[config.mk]
export PLATFORM = sky130hd
export DESIGN_NAME = cabps_front
export DESIGN_NICKNAME = d
export VERILOG_FILES = /design/src/hw/rtl/clipped_alpha_blend_pixel_store_assert.svh /design/src/hw/rtl/cabps_pkg.sv /design/src/hw/rtl/cabps_front.sv
export SDC_FILE = /design/constraint.sdc
export NUM_CORES = 1
export LEC_CHECK = 0
export BUFFER_PORTS_ARGS = -buffer_cell sky130_fd_sc_hd__buf_2
export CAP_MARGIN = 20
export CORE_UTILIZATION = 38
export CTS_BUF_LIST = sky130_fd_sc_hd__clkbuf_2 sky130_fd_sc_hd__clkbuf_4 sky130_fd_sc_hd__clkbuf_8
export CTS_CLUSTER_DIAMETER = 150
export DETAILED_ROUTE_END_ITERATION = 10
export SLEW_MARGIN = 20
export SYNTH_ARGS = -nofsm -noshare
export SYNTH_HDL_FRONTEND = slang
export SYNTH_SLANG_ARGS = --single-unit
[constraint.sdc]
create_clock -name clk -period 13.6 [get_ports clk]
set_input_delay 1.36 -clock clk [delete_from_list [all_inputs] [get_ports clk]]
set_output_delay 1.36 -clock clk [all_outputs]
set_load 0.05 [all_outputs]
[src/hw/rtl/clipped_alpha_blend_pixel_store_assert.svh]
// Assertion macros for the clipped alpha-blend pixel store.
// Plain text only; taken in by the top level with `include.
`ifndef CLIPPED_ALPHA_BLEND_PIXEL_STORE_ASSERT_SVH
`define CLIPPED_ALPHA_BLEND_PIXEL_STORE_ASSERT_SVH

// Same-cycle implication, disabled during reset
`define CABPS_ASSERT_IMP(label, clk, rst_n, ante, cons) \
  label: assert property (@(posedge clk) disable iff (!rst_n) (ante) |-> (cons)) \
    else $error("cabps assertion failed");

// Next-cycle implication, disabled during reset
`define CABPS_ASSERT_NXT(label, clk, rst_n, ante, cons) \
  label: assert property (@(posedge clk) disable iff (!rst_n) (ante) |=> (cons)) \
    else $error("cabps assertion failed");

`endif

[src/hw/rtl/cabps_pkg.sv]
// Shared types, constants and the divide-by-255 helper for the pixel store.
// No dependencies; the RTL modules refer to it by scoped names.
package cabps_pkg;

  // Default frame geometry
  localparam int FRAME_WIDTH_DEF  = 256;
  localparam int FRAME_HEIGHT_DEF = 256;

  // Register widths and reset values
  localparam int CLIP_W  = 9;
  localparam int COLOR_W = 32;
  localparam int COORD_W = 12;
  localparam logic [CLIP_W-1:0]  CLIP_COLS_RST   = 9'd256;
  localparam logic [CLIP_W-1:0]  CLIP_HEIGHT_RST = 9'd256;
  localparam logic [COLOR_W-1:0] FALLBACK_RST    = 32'hFF00_0000;

  // Operation codes carried on in_tuser
  localparam logic FUNC_WRITE = 1'b0;
  localparam logic FUNC_READ  = 1'b1;

  // Configuration register indexes
  typedef enum logic [1:0] {
    CFG_CLIP_COLS   = 2'd0,
    CFG_CLIP_HEIGHT = 2'd1,
    CFG_FALLBACK    = 2'd2
  } cfg_idx_t;

  typedef struct packed {
    logic               we;
    logic [1:0]         index;
    logic [COLOR_W-1:0] data;
  } cfg_wr_t;

  // Classified item handed from front to back (address travels beside it)
  typedef struct packed {
    logic       func;
    logic       inr;
    logic [7:0] src_ch0;
    logic [7:0] src_ch1;
    logic [7:0] src_ch2;
    logic [7:0] src_alpha;
  } cmd_t;

  localparam int CMD_W = $bits(cmd_t);

  typedef struct packed {
    logic full;
    logic empty;
  } q_status_t;

  typedef struct packed {
    logic clearing;
  } back_status_t;

  typedef enum logic [2:0] {
    B_CLEAR,
    B_IDLE,
    B_READ,
    B_MUL,
    B_FIN
  } back_state_t;

  // floor(v / 255) for v up to 255*255: two adds and a shift
  function automatic logic [7:0] div255(input logic [15:0] v);
    logic [16:0] t;
    t = 17'(v) + 17'(v[15:8]) + 17'd1;
    return t[15:8];
  endfunction

endpackage

[src/hw/rtl/cabps_front.sv]
// Front end: holds the clip registers, accepts input beats, clips the
// coordinates and forms the store address. Depends on cabps_pkg.
module cabps_front #(
  parameter int FRAME_WIDTH  = cabps_pkg::FRAME_WIDTH_DEF,
  parameter int FRAME_HEIGHT = cabps_pkg::FRAME_HEIGHT_DEF,
  parameter int ADDR_W       = 16
) (
  input  logic                      clk,
  input  logic                      rst_n,
  input  cabps_pkg::cfg_wr_t        cfg,
  input  logic                      in_tvalid,
  output logic                      in_tready,
  input  logic [55:0]               in_tdata,
  input  logic                      in_tuser,
  input  cabps_pkg::q_status_t      q_status,
  input  cabps_pkg::back_status_t   b_status,
  output logic                      q_push,
  output logic [ADDR_W+cabps_pkg::CMD_W-1:0] q_data
);

  localparam int W_LIM = (FRAME_WIDTH  > 511) ? 511 : FRAME_WIDTH;
  localparam int H_LIM = (FRAME_HEIGHT > 511) ? 511 : FRAME_HEIGHT;
  localparam logic [cabps_pkg::CLIP_W-1:0] W_SAT = cabps_pkg::CLIP_W'(W_LIM);
  localparam logic [cabps_pkg::CLIP_W-1:0] H_SAT = cabps_pkg::CLIP_W'(H_LIM);

  logic [cabps_pkg::CLIP_W-1:0] clip_cols_r, clip_height_r;
  logic [cabps_pkg::CLIP_W-1:0] w_eff, h_eff;
  logic [cabps_pkg::COORD_W-1:0] px, py;
  logic                          x_ok, y_ok, inr;
  logic [18:0]                   lin;
  logic [ADDR_W-1:0]             addr;
  cabps_pkg::cmd_t               cmd;

  // Clip registers
  always_ff @(posedge clk) begin
    if (!rst_n) begin
      clip_cols_r   <= cabps_pkg::CLIP_COLS_RST;
      clip_height_r <= cabps_pkg::CLIP_HEIGHT_RST;
    end else if (cfg.we) begin
      if (cfg.index == cabps_pkg::CFG_CLIP_COLS) begin
        clip_cols_r <= cfg.data[cabps_pkg::CLIP_W-1:0];
      end
      if (cfg.index == cabps_pkg::CFG_CLIP_HEIGHT) begin
        clip_height_r <= cfg.data[cabps_pkg::CLIP_W-1:0];
      end
    end
  end

  // Saturate the clip area to the frame
  assign w_eff = (clip_cols_r   > W_SAT) ? W_SAT : clip_cols_r;
  assign h_eff = (clip_height_r > H_SAT) ? H_SAT : clip_height_r;

  assign px = in_tdata[11:0];
  assign py = in_tdata[23:12];

  // Strict bounds on both axes; negative coordinates are out
  assign x_ok = !px[11] && (px[10:0] < 11'(w_eff));
  assign y_ok = !py[11] && (py[10:0] < 11'(h_eff));
  assign inr  = x_ok && y_ok;

  // Row-major address; both terms are below the saturated bounds when in range
  assign lin  = 19'(py[8:0]) * 19'(w_eff) + 19'(px[8:0]);
  assign addr = inr ? ADDR_W'(lin) : '0;

  always_comb begin
    cmd.func      = in_tuser;
    cmd.inr       = inr;
    cmd.src_ch0   = in_tdata[31:24];
    cmd.src_ch1   = in_tdata[39:32];
    cmd.src_ch2   = in_tdata[47:40];
    cmd.src_alpha = in_tdata[55:48];
  end

  // Accept while the queue has room and the store is not being cleared
  assign in_tready = !q_status.full && !b_status.clearing;
  assign q_push    = in_tvalid && in_tready;
  assign q_data    = {addr, cmd};

endmodule

Word-level counts from Yosys, hierarchy flattened --
Cells that the tools add are included.
Cells by class: muxes and demuxes 3, $mul 1, add/sub/neg operators 1, magnitude comparators 4, eq/ne operators 1, reduce and logical (&&, ||, !) cells 12
Operators with widths (count):
- $lt 11x9->1 | 2
- $gt 9x9->1 const B | 2
- $mux 9 | 2
- $add 16x9->16 | 1
- $mul 9x9->16 | 1
- $mux 16 | 1
- $logic_and 1x1->1 | 5
- $logic_not 1->1 | 4
- $reduce_and 2->1 | 2
- $eq 2x1->1 const B | 1
- $logic_not 2->1 | 1
Word-level totals: output and inout port bits 52, input port bits 98, bits in registers 18

Longest topological paths before layout --
word-level depth 6, gate-level depth with buffers 21

Worst setup path before layout --
OpenSTA, ideal clock, no wires.
path kind input port to output port, start input port in_tdata[17], end output port q_data[49] (netlist name), arrival 6.561 ns, buffers on the path 1, stages on the path 19, slack 5.679 ns, cell sequence buf_1 nand2_1 fa_1 inv_1 fa_1 inv_1 fa_1 inv_1 fa_1 inv_1 fa_1 inv_1 ha_1 and3_1 nand2_1 a211oi_2 o21ai_1 nand3_1 nor3b_1
On the way: longest elaborated chain between the ends 4, elaborated cells on any way between the ends 6, those cells by class add/sub (1); mul (1); order compare (1); mux (1); reduce/logical (2)
Ends and longest elaborated chain:
- start, declared | RTL line cabps_front.sv:13 | input logic [55:0] in_tdata,
- parallel branches: the longest is 3 deep, another holds $mul 9x9->16
- $mux 16 (*) | RTL line cabps_front.sv:63 | assign addr = inr ? ADDR_W'(lin) : '0;
- end, declared | RTL line cabps_front.sv:18 | output logic [ADDR_W+cabps_pkg::CMD_W-1:0] q_data
Mark *: on every way between the ends.

Worst setup path in the final report --
Ends and elaborated chain as after synthesis.

==> impl_results.md <==
- Status: complete, no violations
- Commonest non-fill, non-tap cells in the layout: 75 x inv_1, 60 x ha_1, 59 x buf_2, 58 x nand2_1, 54 x fa_1
- Synth area leader: fa_1
- Asr flop ratio synth: 0
- CP endpoint kind: output pin
- Largest net degree at the start of global routing: 19
- CP startpoint kind: input pin
- Critical path fanouts, max: 10
- Post-CTS Setup Bufs: 0
- Synth Cell Area: 4380 um^2
- Max VDD drop: 0.0542 mV
- Layout cells sized above 1: 0.146
- Die area: 12000 um^2
- Skew final: 0 ps
- Final core utilization: 0.415
- Clock Latency Late Sink: 250 ps
- Hold WS: 514 ps
- Syn Nets: 727
- Number of synthesized flops with an enable pin: 0
- Reg clk slew, reported paths: 60 ps
- CTS tree: yes
- CP Cell Sequence: buf_2 -> nand2_1 -> fa_1 -> inv_1 -> fa_1 -> inv_1 -> fa_1 -> inv_1 -> fa_1 -> inv_1 -> fa_1 -> inv_1 -> ha_1 -> and3_1 -> nand2_1 -> a211oi_2 -> o21ai_1 -> nand3_1 -> nor3b_1 -> buf_2
- First-pass GRT wire length: 15600 um
- Worst reg2reg startpoint: clip_cols_r[8]
- Yosys top cell area share: 0.247
- Vias in the first global route: 3287
- Synth Area per Inst: 8.51 um^2
- Die span in x: 109 um
- GP Congestion: 0.814
- Slew Viols, Final: 0
- Total Wirelength: 9500 um
- RSZ-0062 raised after global routing: false
- Top FF cell, synth: dfxtp_1
- Cts hold-fix bufs: 0
- PortBufs: 59
- RR Endpoint: clip_cols_r[8]
- Total gr overflow: 0
- Max frequency: 132 MHz
- Worst path arrival time: 6210 ps
- P_leak: 2.41 nW
- Fin. Hold Viols: 0
- Fin crit share: 0.557
- IO Pins: 150
- Max incr delay on CP: 580 ps
- MaxCap Viol Count: 0
- Synth warn: 0
- R2R depth: 2
- Distinct cells, synth: 50
- Nets: 739
- DRC: 0
- Setup violations, final: 0
- Initial antenna violation count: 0
- Worst Min Path Start: clip_cols_r[5]
- Clock Sinks: 18
- Worst slew pin tran: 969 ps
- Slowest-stage cell, CP: fa_1
- Synth top area cells: fa_1 25%, ha_1 17%, dfxtp_1 8.2%, inv_1 6.4%, buf_4 6.0%
- Worst rel slew slack: 0.351
- Tot GR Track Use: 0.166
- Worst Hold End: clip_cols_r[5]
- DRT iter0 DRCs: 88
- Setup slack on the worst flop-to-flop path: 12500 ps
- First-pass DRT Iterations: 4
- Crit path kind: in -> out
- Site Rows: 38
- Cell count after synthesis: 515
- CTS H-Tree Depth: 1
- Layout area overhead: 4.34%
- Setup TNS: 0 ps
- Hold Crit Class: reg -> reg
- Clock buffer depth: 2
- Register area share after synthesis: 0.0822
- Register area: 360 um^2
- Crit path required time: 12240 ps
- ANT cells: 0
- Via Count: 3326
- Synthesized flop and latch total: 18
- DP Cell Count: 662
- Most common cell after layout, fill and taps aside: inv_1
- Hold depth: 2
- Post-DR vias/cell: 4.99
- Post-DRT Antenna Nets: 0
- CTS Root Cell: clkbuf_8
- Die Y: 109 um
- Drt wl/cell: 14.3 um
- Initial Utilization: 0.397
- TritonCTS Buffers: 3
- Dpl ws: 5990 ps
- Final min period: 7570 ps
- Power Density: 35.1 nW/um^2
- Setup ws final: 6030 ps
- Dpl hpwl: 7960 um
- Core box area: 11000 um^2
- Fill cells: 1149
- Multi-input gate area: 3400 um^2
- CTS resizes: 0
- Final cell count without fillers: 666
registers in the layout, indices dropped and copies added, names as in the netlist:
name           cells
clip_height_r      9
clip_cols_r        9
kinds of logic (layout without fill, tap and decap cells):
logic type / after synthesis / in the layout / share of synthesized area
AO/OA/AOI/OAI: 55 / 55 / 0.0939
XOR/XNOR: 10 / 10 / 0.0200
adder cells (fa/ha/maj): 114 / 114 / 0.418
buffers and inverters: 129 / 140 / 0.144
flip-flops: 18 / 18 / 0.0822
multiplexers: 16 / 16 / 0.0365
AND/OR/NAND/NOR: 173 / 173 / 0.205
how the worst max path moves through the flow:
stage	from	end	slack, ps	cells after the start
after floorplan	in_tdata[17]	q_data[49]	5680	19
after global placement	in_tdata[17]	q_data[49]	6070	20
after detailed placement	in_tdata[17]	q_data[49]	5990	20
after CTS	in_tdata[17]	q_data[49]	6000	20
after global routing	clip_cols_r[8]	q_data[48]	5700	20
final	in_tdata[17]	q_data[49]	6030	20
where the power goes:
group / internal [W] / switching (W) / total (W) / leakage, nW
logic: 0.0000257 / 0.0000368 / 0.0000626 / 2.23
registers: 0.0000546 / 0.00000158 / 0.0000562 / 0.146
clock network: 0.0000257 / 0.0000163 / 0.0000420 / 0.0288
total: 0.000106 / 0.0000547 / 0.000161 / 2.41
worst max-delay path, delay by kind of cell:
family | cells | cell delay [ps]
fa+ha+maj | 6 | 2940
compound gates | 2 | 420
simple gates | 5 | 700
buf+inv | 7 | 780
metrics by stage:
step / cell area, um^2 / power (W)
finish: 4570 / 0.000161
global route: 4570 / 0.000173
CTS: 4570 / 0.000163
detailed placement: 4520 / 0.000120
global placement: 4520 / 0.000119
floorplan: 4380 / 0.000126
Yosys cell counts, types with 3 or more instances:
library cell  number
mux2i_1           16
xor2_1             4
xnor2_1            6
buf_4             35
nand3_1            4
o21ai_0            7
fa_1              54
dfxtp_1           18
a21oi_1           11
buf_1              4
clkbuf_1          10
a211oi_2           3
and2_1            40
o21a_1             8
inv_1             75
ha_1              60
nor2b_1           26
nand2_1           58
nor2_1            22
a21o_1             5
o21ai_1            4
nor3_1             7
nor3b_1            3
routing by layer:
metal	wire (um)	vias to the layer above	GRT usage
met2	4520	91	0.285
met1	4580	1585	0.235
met3	345	14	0.00652
met5	0	-	0
met4	53	0	0.0267
li1	-	1636	-
final cells by class:
cell class | count | area share
clock buffers | 4 | 0.0120
multi-input cells | 368 | 0.742
well taps | 140 | 0.0383
inverters | 76 | 0.0624
repair buffers | 60 | 0.0662
flip-flops and latches | 18 | 0.0788
No activity file was read; power rests on OpenSTA's default activity.
