**src/hw/rtl/clipped_alpha_blend_pixel_store_assert.svh**
```systemverilog
// Assertion macros for the clipped alpha-blend pixel store.
// Plain text only; taken in by the top level with `include.
`ifndef CLIPPED_ALPHA_BLEND_PIXEL_STORE_ASSERT_SVH
`define CLIPPED_ALPHA_BLEND_PIXEL_STORE_ASSERT_SVH

// Same-cycle implication, disabled during reset
`define CABPS_ASSERT_IMP(label, clk, rst_n, ante, cons) \
  label: assert property (@(posedge clk) disable iff (!rst_n) (ante) |-> (cons)) \
    else $error("cabps assertion failed");

// Next-cycle implication, disabled during reset
`define CABPS_ASSERT_NXT(label, clk, rst_n, ante, cons) \
  label: assert property (@(posedge clk) disable iff (!rst_n) (ante) |=> (cons)) \
    else $error("cabps assertion failed");

`endif

```
**src/hw/rtl/cabps_pkg.sv**
```systemverilog
// Shared types, constants and the divide-by-255 helper for the pixel store.
// No dependencies; the RTL modules refer to it by scoped names.
package cabps_pkg;

  // Default frame geometry
  localparam int FRAME_WIDTH_DEF  = 256;
  localparam int FRAME_HEIGHT_DEF = 256;

  // Register widths and reset values
  localparam int CLIP_W  = 9;
  localparam int COLOR_W = 32;
  localparam int COORD_W = 12;
  localparam logic [CLIP_W-1:0]  CLIP_COLS_RST   = 9'd256;
  localparam logic [CLIP_W-1:0]  CLIP_HEIGHT_RST = 9'd256;
  localparam logic [COLOR_W-1:0] FALLBACK_RST    = 32'hFF00_0000;

  // Operation codes carried on in_tuser
  localparam logic FUNC_WRITE = 1'b0;
  localparam logic FUNC_READ  = 1'b1;

  // Configuration register indexes
  typedef enum logic [1:0] {
    CFG_CLIP_COLS   = 2'd0,
    CFG_CLIP_HEIGHT = 2'd1,
    CFG_FALLBACK    = 2'd2
  } cfg_idx_t;

  typedef struct packed {
    logic               we;
    logic [1:0]         index;
    logic [COLOR_W-1:0] data;
  } cfg_wr_t;

  // Classified item handed from front to back (address travels beside it)
  typedef struct packed {
    logic       func;
    logic       inr;
    logic [7:0] src_ch0;
    logic [7:0] src_ch1;
    logic [7:0] src_ch2;
    logic [7:0] src_alpha;
  } cmd_t;

  localparam int CMD_W = $bits(cmd_t);

  typedef struct packed {
    logic full;
    logic empty;
  } q_status_t;

  typedef struct packed {
    logic clearing;
  } back_status_t;

  typedef enum logic [2:0] {
    B_CLEAR,
    B_IDLE,
    B_READ,
    B_MUL,
    B_FIN
  } back_state_t;

  // floor(v / 255) for v up to 255*255: two adds and a shift
  function automatic logic [7:0] div255(input logic [15:0] v);
    logic [16:0] t;
    t = 17'(v) + 17'(v[15:8]) + 17'd1;
    return t[15:8];
  endfunction

endpackage

```
**src/hw/rtl/cabps_queue.sv**
```systemverilog
// Two-entry queue between the front and back ends of the pixel store.
// Depends on cabps_pkg for the status struct.
module cabps_queue #(
  parameter int WIDTH = 8
) (
  input  logic                 clk,
  input  logic                 rst_n,
  input  logic                 push,
  input  logic [WIDTH-1:0]     push_data,
  input  logic                 pop,
  output logic [WIDTH-1:0]     pop_data,
  output cabps_pkg::q_status_t status
);

  logic [WIDTH-1:0] entry_r [2];
  logic             wr_ptr_r, rd_ptr_r;
  logic [1:0]       count_r;

  // Store entries
  always_ff @(posedge clk) begin
    if (push) begin
      entry_r[wr_ptr_r] <= push_data;
    end
  end

  // Advance pointers and fill level
  always_ff @(posedge clk) begin
    if (!rst_n) begin
      wr_ptr_r <= 1'b0;
      rd_ptr_r <= 1'b0;
      count_r  <= 2'd0;
    end else begin
      if (push) begin
        wr_ptr_r <= !wr_ptr_r;
      end
      if (pop) begin
        rd_ptr_r <= !rd_ptr_r;
      end
      if (push && !pop) begin
        count_r <= count_r + 2'd1;
      end else if (pop && !push) begin
        count_r <= count_r - 2'd1;
      end
    end
  end

  assign pop_data     = entry_r[rd_ptr_r];
  assign status.full  = (count_r == 2'd2);
  assign status.empty = (count_r == 2'd0);

endmodule

```
**config.mk**
```make
export PLATFORM = sky130hd
export DESIGN_NAME = cabps_queue
export DESIGN_NICKNAME = d
export VERILOG_FILES = /design/src/hw/rtl/clipped_alpha_blend_pixel_store_assert.svh /design/src/hw/rtl/cabps_pkg.sv /design/src/hw/rtl/cabps_queue.sv
export SDC_FILE = /design/constraint.sdc
export NUM_CORES = 1
export LEC_CHECK = 0
export BUFFER_PORTS_ARGS = -buffer_cell sky130_fd_sc_hd__buf_2
export CAP_MARGIN = 20
export CORE_AREA = 2 2 43 45
export DETAILED_ROUTE_END_ITERATION = 10
export DIE_AREA = 0 0 45 47
export PLACE_DENSITY = 0.75
export SLEW_MARGIN = 5
export SYNTH_ARGS = -nofsm -noshare
export SYNTH_HDL_FRONTEND = slang
export SYNTH_SLANG_ARGS = --single-unit
```
**constraint.sdc**
```tcl
create_clock -name clk -period 1.8 [get_ports clk]
set_input_delay 0.09 -clock clk [delete_from_list [all_inputs] [get_ports clk]]
set_output_delay 0.09 -clock clk [all_outputs]
set_load 0.05 [all_outputs]
```
; ---- After elaboration in Yosys (flattened, before gate mapping)
; Memory sizes are Yosys's and may differ from the RTL's. A register that Yosys moved wholly into a read port is not among the register bits.
; Cells that the tools add are included.
[totals]
reg_bits = 4
n_memories = 1
input_bits = 12
out_inout_bits = 10
wordCells = 21
ram_bits = 16
[classes]
addsub = 2
eq_ne = 1
reduce_logical = 8
muxes = 6
[mem_list]
columns = name, depth, word_bits, rd, rd_clocked_by_memory_dff, wr, line
row1 = entry_r, 2, 8, 1, 1, 1, cabps_queue.sv:15  ; logic [WIDTH-1:0] entry_r [2];
[op_table]
columns = cell, count
row1 = 1-bit logical NOT, 4
row2 = 1-bit 2-to-1 mux, 4
row3 = 2-bit 2-to-1 mux, 2
row4 = "2-bit by 1-bit adder with 2-bit output, second input constant", 1
row5 = "2-bit == test, second input constant", 1
row6 = 1-bit logical AND, 2
row7 = 2-bit logical NOT, 1
row8 = 2-bit nonzero test, 1
row9 = "2-bit by 1-bit subtractor with 2-bit output, second input constant", 1

; ---- Longest topological paths before layout
; Gate-level depths: netlist (run 1).
[depth]
depth_word = 4
mapped_depth = 5
depth_no_buf = 5

; ---- Least setup slack after synthesis (run 1)
; OpenSTA, ideal clock, no wires.
[synth_path]
path_type = reg2reg
startpoint = register wr_ptr_r
endpoint = memory entry_r[0][0], enable pin
arrival_time_ns = 0.730
period_less_slack_ns = 1.104
slack_ns = 0.696
required_time_ns = 1.425
path_buffers = 0
setup_time_ns = 0.375
path_stages_with_launch = 2
path_cell_list = dfxtp_1 -> nor2b_1
[synth_lines]
columns = element, line
row1 = "start, declared", cabps_queue.sv:16  ; logic wr_ptr_r, rd_ptr_r;
row2 = "start signal, assigned", cabps_queue.sv:34  ; wr_ptr_r <= !wr_ptr_r;
row3 = "end, declared", cabps_queue.sv:15
; Straight into the memory's write port.

==> flow_summary.toml, run 1 <==
[run_status]
status = "finished clean"

[die]
row_count = 15
core_area_sq_um = 1652
die_area_sq_um = 2115
die_height_um = 47
initial_core_util = 0.4811
io_pins = 22
die_x_um = 45

[clocking]
clk_path_buf_depth = 2
cts_inserted_buffers = 3
tritoncts = "built"
clk_pin_slew_worst_paths_ns = 0.12
h-tree-depth = 1
worst_skew_pair.late_latency_ns = 0.29
ctsResizeCount = 0
clock-root-buffer = "clkbuf_4"
cts_num_sinks = 21

[layout]
post-route-util = 0.6242
n_fill_cell = 147
fin_area_sq_um = 1031
fin_nets = 94
drive_above_1_share = 0.4375
num_antenna_cells = 0
syn_to_final_growth_pct = 29.76

[placed_design]
dp_slack_ns = 0.6056
dpl-instance-area_sq_um = 923.4
portBuffers = 21
gp_congestion = 0.6450
dpl.hpwl_um = 797.3

[timing]
fin_setup_tns_ns = 0
tightest_slew_ns = 0.3874
slew_violations = 0
rsz0062_at_grt = "false"
min_period_ns = 1.513
setup_slack_ns = 0.2873
timing.final.crit_share = 0.8404
fin_skew_ns = 0.006724
relSlewSlack = 0.7418
finalHoldViolCount = 0
fmax_mhz = 661.1
setup_viol = 0

[drt]
vias = 473
drt_pass1_iterations = 4
drc_errors = 0
vias_per_cell = 4.876
antenna_left = 0
drt_iter0_drc = 11
wirelength_um = 1192
post_drt_wl_per_cell_um = 12.29

[global_route]
antenna_found_initial = 0
grt_pass1_vias = 489
grt_pass1_wl_um = 1952
grt-ovfl-total = 0
grt_usage = 0.1321
grt_max_degree = 13

[pwr]
vdd_drop_max_v = 0.0004914
p_leak_nw = 0.4184
power_mw = 1.009
power_per_cell_area_nw_per_um2 = 978.6

[critical_path]
end_kind = "output port"
critical_path_class = "reg -> out"
worstPathMaxFanout = 8
worstSetupStartpointType = "register"
worstPathArrival_ns = 1.42
cp.required_ns = 1.71

[synth]
synthTopCellsByCount = "edfxtp_1, mux2_2, dfxtp_1"
yosysWarnings = 0
synth_fp_nets = 60
synth-edff-count = 16
yosys.area.top_type = "edfxtp_1"
yosysSeqAreaShare = 0.7307
synth-seq-cells = 21
async_reset_ff_frac = 0
synth.area.top_cells = "edfxtp_1, dfxtp_1, mux2_2"
synthDistinctLibCells = 16
synth_cells = 47
synth.avg_cell_area_sq_um = 16.90
synth_top_area_share = 0.6047
synthesis.area_sq_um = 794.5
ys.flop_type = "edfxtp_1"
yosysMostFrequentCell = "edfxtp_1"

[job]
cap_violations = 0

[min_path]
hold_path_class = "in -> reg"
worst paths after layout:
path	slack, ns	cells after the start	end	start
hold / removal	0.04	2	wr_ptr_r	rst_n
hold reg to reg	0.51	2	count_r[1]	count_r[1]
setup / recovery	0.29	2	pop_data[6]	register
setup reg to reg	0.75	1	entry_r[1][3]	wr_ptr_r
sequential cells by signal (all words and copies together), names as in the netlist, named ones only:
signal	cells
count_r	2
rd_ptr_r	1
entry_r	16
wr_ptr_r	1
report_power, final:
group	switching [mW]	internal, mW
logic	0.139	0.0802
registers	0.0187	0.554
clock network	0.134	0.0826
metal layers:
metal / vias up / global-route usage / share of wire
met5: - / 0 / 0
met4: 0 / 0.07059 / 0.0059
met3: 2 / 0.03462 / 0.065
met2: 15 / 0.2400 / 0.53
met1: 221 / 0.1404 / 0.40
li1: 235 / - / -
cell families after synthesis:
family / synth area share
buffers and inverters: 0.01101
xor gates and xnor gates: 0.03308
AOI/OAI and AO/OA: 0.02520
and+or+nand+nor: 0.07086
muxes: 0.1134
DFF: 0.7307
adders and majority gates: 0.01575
cell type report:
class | instances | area (sq um) | share of cell area
Inverter | 1 | 3.754 | 0.003641
Clock inverter | 1 | 5.005 | 0.004854
Timing Repair Buffer | 30 | 192.7 | 0.1869
Clock buffer | 3 | 22.52 | 0.02184
Multi-Input combinational cell | 24 | 205.2 | 0.1990
Tap cell | 17 | 21.27 | 0.02063
Sequential cell | 21 | 580.6 | 0.5631
repair_timing:
action	CTS	global route
hold endpoints to repair	16	0
buffers inserted	0	0
hold buffers	8	0
worst max-delay path, stage by stage, from the launching register on:
cell and delay, ns:
dfxtp_1 0.54, mux2_2 0.38, buf_2 0.21
cells in the final DEF, fill, tap and decap left out, types with 2 or more instances in the layout:
cell type / count
clkbuf_4: 3
mux2_2: 8
nor2b_1: 2
edfxtp_1: 16
dlygate4sd3_1: 8
buf_2: 21
dfxtp_1: 5
xor2_1: 2
and2_1: 4
through the flow:
step,std cells,hold slack [ns]
finish,97,0.03853
global route,97,0.04175
CTS,97,0.04082
detailed placement,85,0.2840
global placement,85,0.2786
floorplan,47,0.1889
Note: power is estimated with default switching activity, not from simulation.
==> run 2, diff against run 1 <==
--- a/config.mk
+++ b/config.mk
@@ -7,10 +7,10 @@
 export LEC_CHECK = 0
 export BUFFER_PORTS_ARGS = -buffer_cell sky130_fd_sc_hd__buf_2
 export CAP_MARGIN = 20
-export CORE_AREA = 2 2 43 45
+export CORE_AREA = 2 2 46 48
 export DETAILED_ROUTE_END_ITERATION = 10
-export DIE_AREA = 0 0 45 47
-export PLACE_DENSITY = 0.75
+export DIE_AREA = 0 0 48 50
+export PLACE_DENSITY = 0.69
 export SLEW_MARGIN = 5
 export SYNTH_ARGS = -nofsm -noshare
 export SYNTH_HDL_FRONTEND = slang
==> constraint.sdc (replaced) <==
create_clock -name clk -period 1.34 [get_ports clk]
set_input_delay 0.067 -clock clk [delete_from_list [all_inputs] [get_ports clk]]
set_output_delay 0.067 -clock clk [all_outputs]
set_load 0.05 [all_outputs]
==> run 2 against run 1 <==
Power grew 36%. Combinational power rose by 51%. Critical path depth is the same. Worst hold slack got worse by 0.0075 ns. Sequential share of layout area shrank 3.0 points. Die area is 13% higher. Register-to-register slack worse by 0.45 ns. Final cell count rose by 10%. Sequential power rose by 35%. Global-route usage decreased by 2.4 points. Clock skew decreased by 0.0053 ns. Cell area rose by 6.3%.
==> flow_summary.toml, run 2 (synthesis gave the netlist of run 1 again) <==
[timing]
timing.final.crit_share = 0.9561
setup_viol = 0
fin_setup_tns_ns = 0
slew_violations = 0
setup_slack_ns = 0.05878
tightest_slew_ns = 0.3811
relSlewSlack = 0.7460
fin_skew_ns = 0.001433
fmax_mhz = 780.5
min_period_ns = 1.281
rsz0062_at_grt = "false"
finalHoldViolCount = 0

[layout]
n_fill_cell = 160
drive_above_1_share = 0.4375
final_common_cell = "edfxtp_1"
syn_to_final_growth_pct = 37.95
fin_area_sq_um = 1096
fin_nets = 94
regMostFlops = "entry_r"
largest_reg_flops = 16
largestRegisters = "entry_r: 16 flops, count_r: 2 flops"
multi_input_comb_area_sq_um = 205.2
num_antenna_cells = 0
layout_common_cells = "edfxtp_1, buf_2, mux2_2, dlygate4sd3_1, buf_6"
regArea_sq_um = 584.3
stdcell_count = 107

[clocking]
cts_num_sinks = 21
h-tree-depth = 1
clk_pin_slew_worst_paths_ns = 0.10
cts_inserted_buffers = 3
worst_skew_pair.late_latency_ns = 0.28
clock-root-buffer = "clkbuf_4"
tritoncts = "built"
clk_path_buf_depth = 2
postCtsSetupBuffers = 0

[placed_design]
dp.cells = 95
dpl-instance-area_sq_um = 935.9
dp_slack_ns = 0.1520
dpl.hpwl_um = 804.4
portBuffers = 21
gp_congestion = 0.6149

[drt]
drt_pass1_iterations = 2
drt_iter0_drc = 1
vias_per_cell = 4.299
post_drt_wl_per_cell_um = 10.81
antenna_left = 0
wirelength_um = 1157
vias = 460
drc_errors = 0

[critical_path]
crit_family = "flip-flops"
end_kind = "output port"
worstSetupStartpointType = "register"
worstPathCellList = "mux2_2 -> buf_6"
max_stage_delay_ns = 0.42
crit_slowest_cell = "dfxtp_4"
crit_buf_inv = 1
cp.required_ns = 1.27
worstPathMaxFanout = 8
critical_path_class = "reg -> out"
worstPathArrival_ns = 1.21

[global_route]
antenna_found_initial = 0
grt_max_degree = 12
grt-ovfl-total = 0
grt_usage = 0.1081
grt_pass1_vias = 457
grt_pass1_wl_um = 1835

[min_path]
hold_path_class = "in -> reg"

[pwr]
vdd_drop_max_v = 0.0009207
power_mw = 1.377
p_leak_nw = 0.4331
power_per_cell_area_nw_per_um2 = 1256

[run_status]
status = "finished clean"

[die]
die_area_sq_um = 2400
die_x_um = 48
row_count = 16
core_area_sq_um = 1902
initial_core_util = 0.4178
io_pins = 22
die_height_um = 50

[job]
cap_violations = 0
==> run 2: worst paths after layout <==
| path | cells after the start | from | to | slack (ns) |
|---|---|---|---|---|
| hold reg to reg | 2 | count_r[1] | count_r[1] | 0.51 |
| setup reg to reg | 1 | wr_ptr_r | entry_r[1][3] | 0.30 |
| hold / removal | 2 | rst_n | wr_ptr_r | 0.03 |
| setup / recovery | 2 | register | pop_data[0] | 0.06 |
==> run 2: where the power goes <==
group / leakage (nW) / internal, mW / switching (mW)
Clock: 0.0150 / 0.115 / 0.160
Sequential: 0.192 / 0.745 / 0.0258
Combinational: 0.226 / 0.138 / 0.193
==> run 2: cell type report <==
class | instances | share of cell area
Tap cell | 27 | 0.03082
Multi-Input combinational cell | 24 | 0.1872
Sequential cell | 21 | 0.5331
Inverter | 1 | 0.003425
Clock buffer | 4 | 0.02397
Timing Repair Buffer | 30 | 0.2215
==> run 2: metal layers <==
layer  share of wire  vias up  track usage
met3           0.058        2      0.04029
li1                -      234            -
met2            0.49       15       0.1667
met4          0.0078        0      0.04054
met5               0        -            0
met1            0.44      209       0.1338
==> run 2: per-stage QoR <==
stage | utilization | hold WS, ns
2_1_floorplan | - | 0.1659
3_3_place_gp | 0.4921 | 0.2566
3_5_place_dp | 0.4921 | 0.2598
4_1_cts | 0.5500 | 0.02335
5_1_grt | 0.5763 | 0.02660
6_report | 0.5763 | 0.03106
==> run 2: repair_timing <==
item,CTS,global route
gates cloned,0,0
hold buffers,8,0
setup endpoints to repair,8,8
endpoints found under the hold margin,16,0
pin swaps,0,0
gates resized for setup,2,24
==> run 3, diff against run 2 <==
--- a/config.mk
+++ b/config.mk
@@ -7,10 +7,9 @@
 export LEC_CHECK = 0
 export BUFFER_PORTS_ARGS = -buffer_cell sky130_fd_sc_hd__buf_2
 export CAP_MARGIN = 20
-export CORE_AREA = 2 2 46 48
+export CORE_AREA = 2 2 48 50
 export DETAILED_ROUTE_END_ITERATION = 10
-export DIE_AREA = 0 0 48 50
-export PLACE_DENSITY = 0.69
+export DIE_AREA = 0 0 50 52
 export SLEW_MARGIN = 5
 export SYNTH_ARGS = -nofsm -noshare
 export SYNTH_HDL_FRONTEND = slang
==> run 3 against run 2 <==
Fmax fell by 1.6%. Count of clock-buffer cells in the layout did not move. Register-to-register slack got worse by 0.02 ns. Clock skew rose by 0.0075 ns. First-iteration DRC count rose to 3.0 times the previous value. Worst hold slack got worse by 0.015 ns. Global-route usage fell by 0.64 points. Combinational power barely moved. Critical path type unchanged. Largest power group unchanged.
==> flow_summary.toml, run 3 (synthesis gave the netlist of run 1 again) <==
[clocking]
cts_inserted_buffers = 3
cts_num_sinks = 21
worst_skew_pair.late_latency_ns = 0.30
clk_pin_slew_worst_paths_ns = 0.11
tritoncts = "built"
clk_path_buf_depth = 2
postCtsSetupBuffers = 0
h-tree-depth = 1
clock-root-buffer = "clkbuf_4"

[layout]
multi_input_comb_area_sq_um = 205.2
stdcell_count = 109
n_fill_cell = 180
fin_area_sq_um = 1105
largestRegisters = "entry_r: 16 flops, count_r: 2 flops"
num_antenna_cells = 0
drive_above_1_share = 0.4444
syn_to_final_growth_pct = 39.06
final_common_cell = "edfxtp_1"
layout_common_cells = "edfxtp_1, buf_2, mux2_2, dlygate4sd3_1, buf_6"
regArea_sq_um = 584.3
post-route-util = 0.5247
fin_nets = 95
largest_reg_flops = 16
regMostFlops = "entry_r"

[global_route]
grt_max_degree = 12
antenna_found_initial = 0
grt_pass1_wl_um = 1890
grt-ovfl-total = 0
grt_usage = 0.1017
grt_pass1_vias = 459

[placed_design]
dpl.hpwl_um = 842.8
dp.cells = 97
portBuffers = 21
dpl-instance-area_sq_um = 944.7
gp_congestion = 0.6180
dp_slack_ns = 0.1534

[drt]
antenna_left = 0
drt_iter0_drc = 3
wirelength_um = 1229
post_drt_wl_per_cell_um = 11.28
drt_pass1_iterations = 4
vias = 486
vias_per_cell = 4.459
drc_errors = 0

[critical_path]
max_stage_delay_ns = 0.42
r2r_slack_ns = 0.28
worstPathArrival_ns = 1.24
end_kind = "output port"
crit_slowest_cell = "dfxtp_4"
cp.required_ns = 1.27
critical_path_class = "reg -> out"
worstSetupStartpointType = "register"
worstPathMaxFanout = 8
worstPathCellList = "mux2_2 -> buf_6"

[timing]
slew_violations = 0
relSlewSlack = 0.7343
tightest_slew_ns = 0.3986
timing.final.crit_share = 0.9718
whs_ns = 0.01564
setup_viol = 0
min_period_ns = 1.302
fin_setup_tns_ns = 0
fmax_mhz = 767.9
rsz0062_at_grt = "true"
fin_skew_ns = 0.008955
setup_slack_ns = 0.03781
finalHoldViolCount = 0

[min_path]
hold_path_class = "in -> reg"

[pwr]
power_per_cell_area_nw_per_um2 = 1265
power_mw = 1.398
p_leak_nw = 0.4381
vdd_drop_max_v = 0.0007609

[die]
die_x_um = 50
row_count = 17
core_area_sq_um = 2106
die_area_sq_um = 2600
die_height_um = 52
io_pins = 22
initial_core_util = 0.3773

[job]
cap_violations = 0

[run_status]
status = "finished clean"
==> run 3: path summary, 6_finish.rpt <==
kind,start,end,cells past startpoint
max,register,pop_data[4],2
min,rst_n,wr_ptr_r,2
max reg2reg,wr_ptr_r,entry_r[1][3],1
min reg2reg,count_r[1],count_r[1],2
==> run 3: layer usage <==
metal	vias to the layer above	track usage	routed length, um
li1	237	-	-
met1	237	0.1167	526
met2	12	0.1667	656
met3	0	0.02586	46
met4	0	0.06944	0
met5	-	0	0
==> run 3: critical path: cells and delay by family (launching register included) <==
kind,cells,cell delay (ns)
DFF,1,0.42
muxes,1,0.36
buffers and inverters,1,0.15
==> run 3: timing repair <==
action | in CTS | in global routing
gates cloned | 0 | 0
hold endpoints to repair | 16 | 0
hold buffers | 8 | 0
resized for setup | 15 | 3
setup endpoints to repair | 8 | 8
==> run 3: layout make-up <==
class                      instances  area share
inverter                           1    0.003398
clock buffer                       4     0.02378
timing repair buffer              31      0.2265
multi-input combinational         24      0.1857
sequential                        21      0.5289
tap                               28     0.03171
==> run 3: power breakdown <==
part           internal [mW]  switching (mW)  leakage [nW]
clock                  0.116           0.177        0.0150
sequential             0.745          0.0259         0.192
combinational          0.140           0.193         0.231
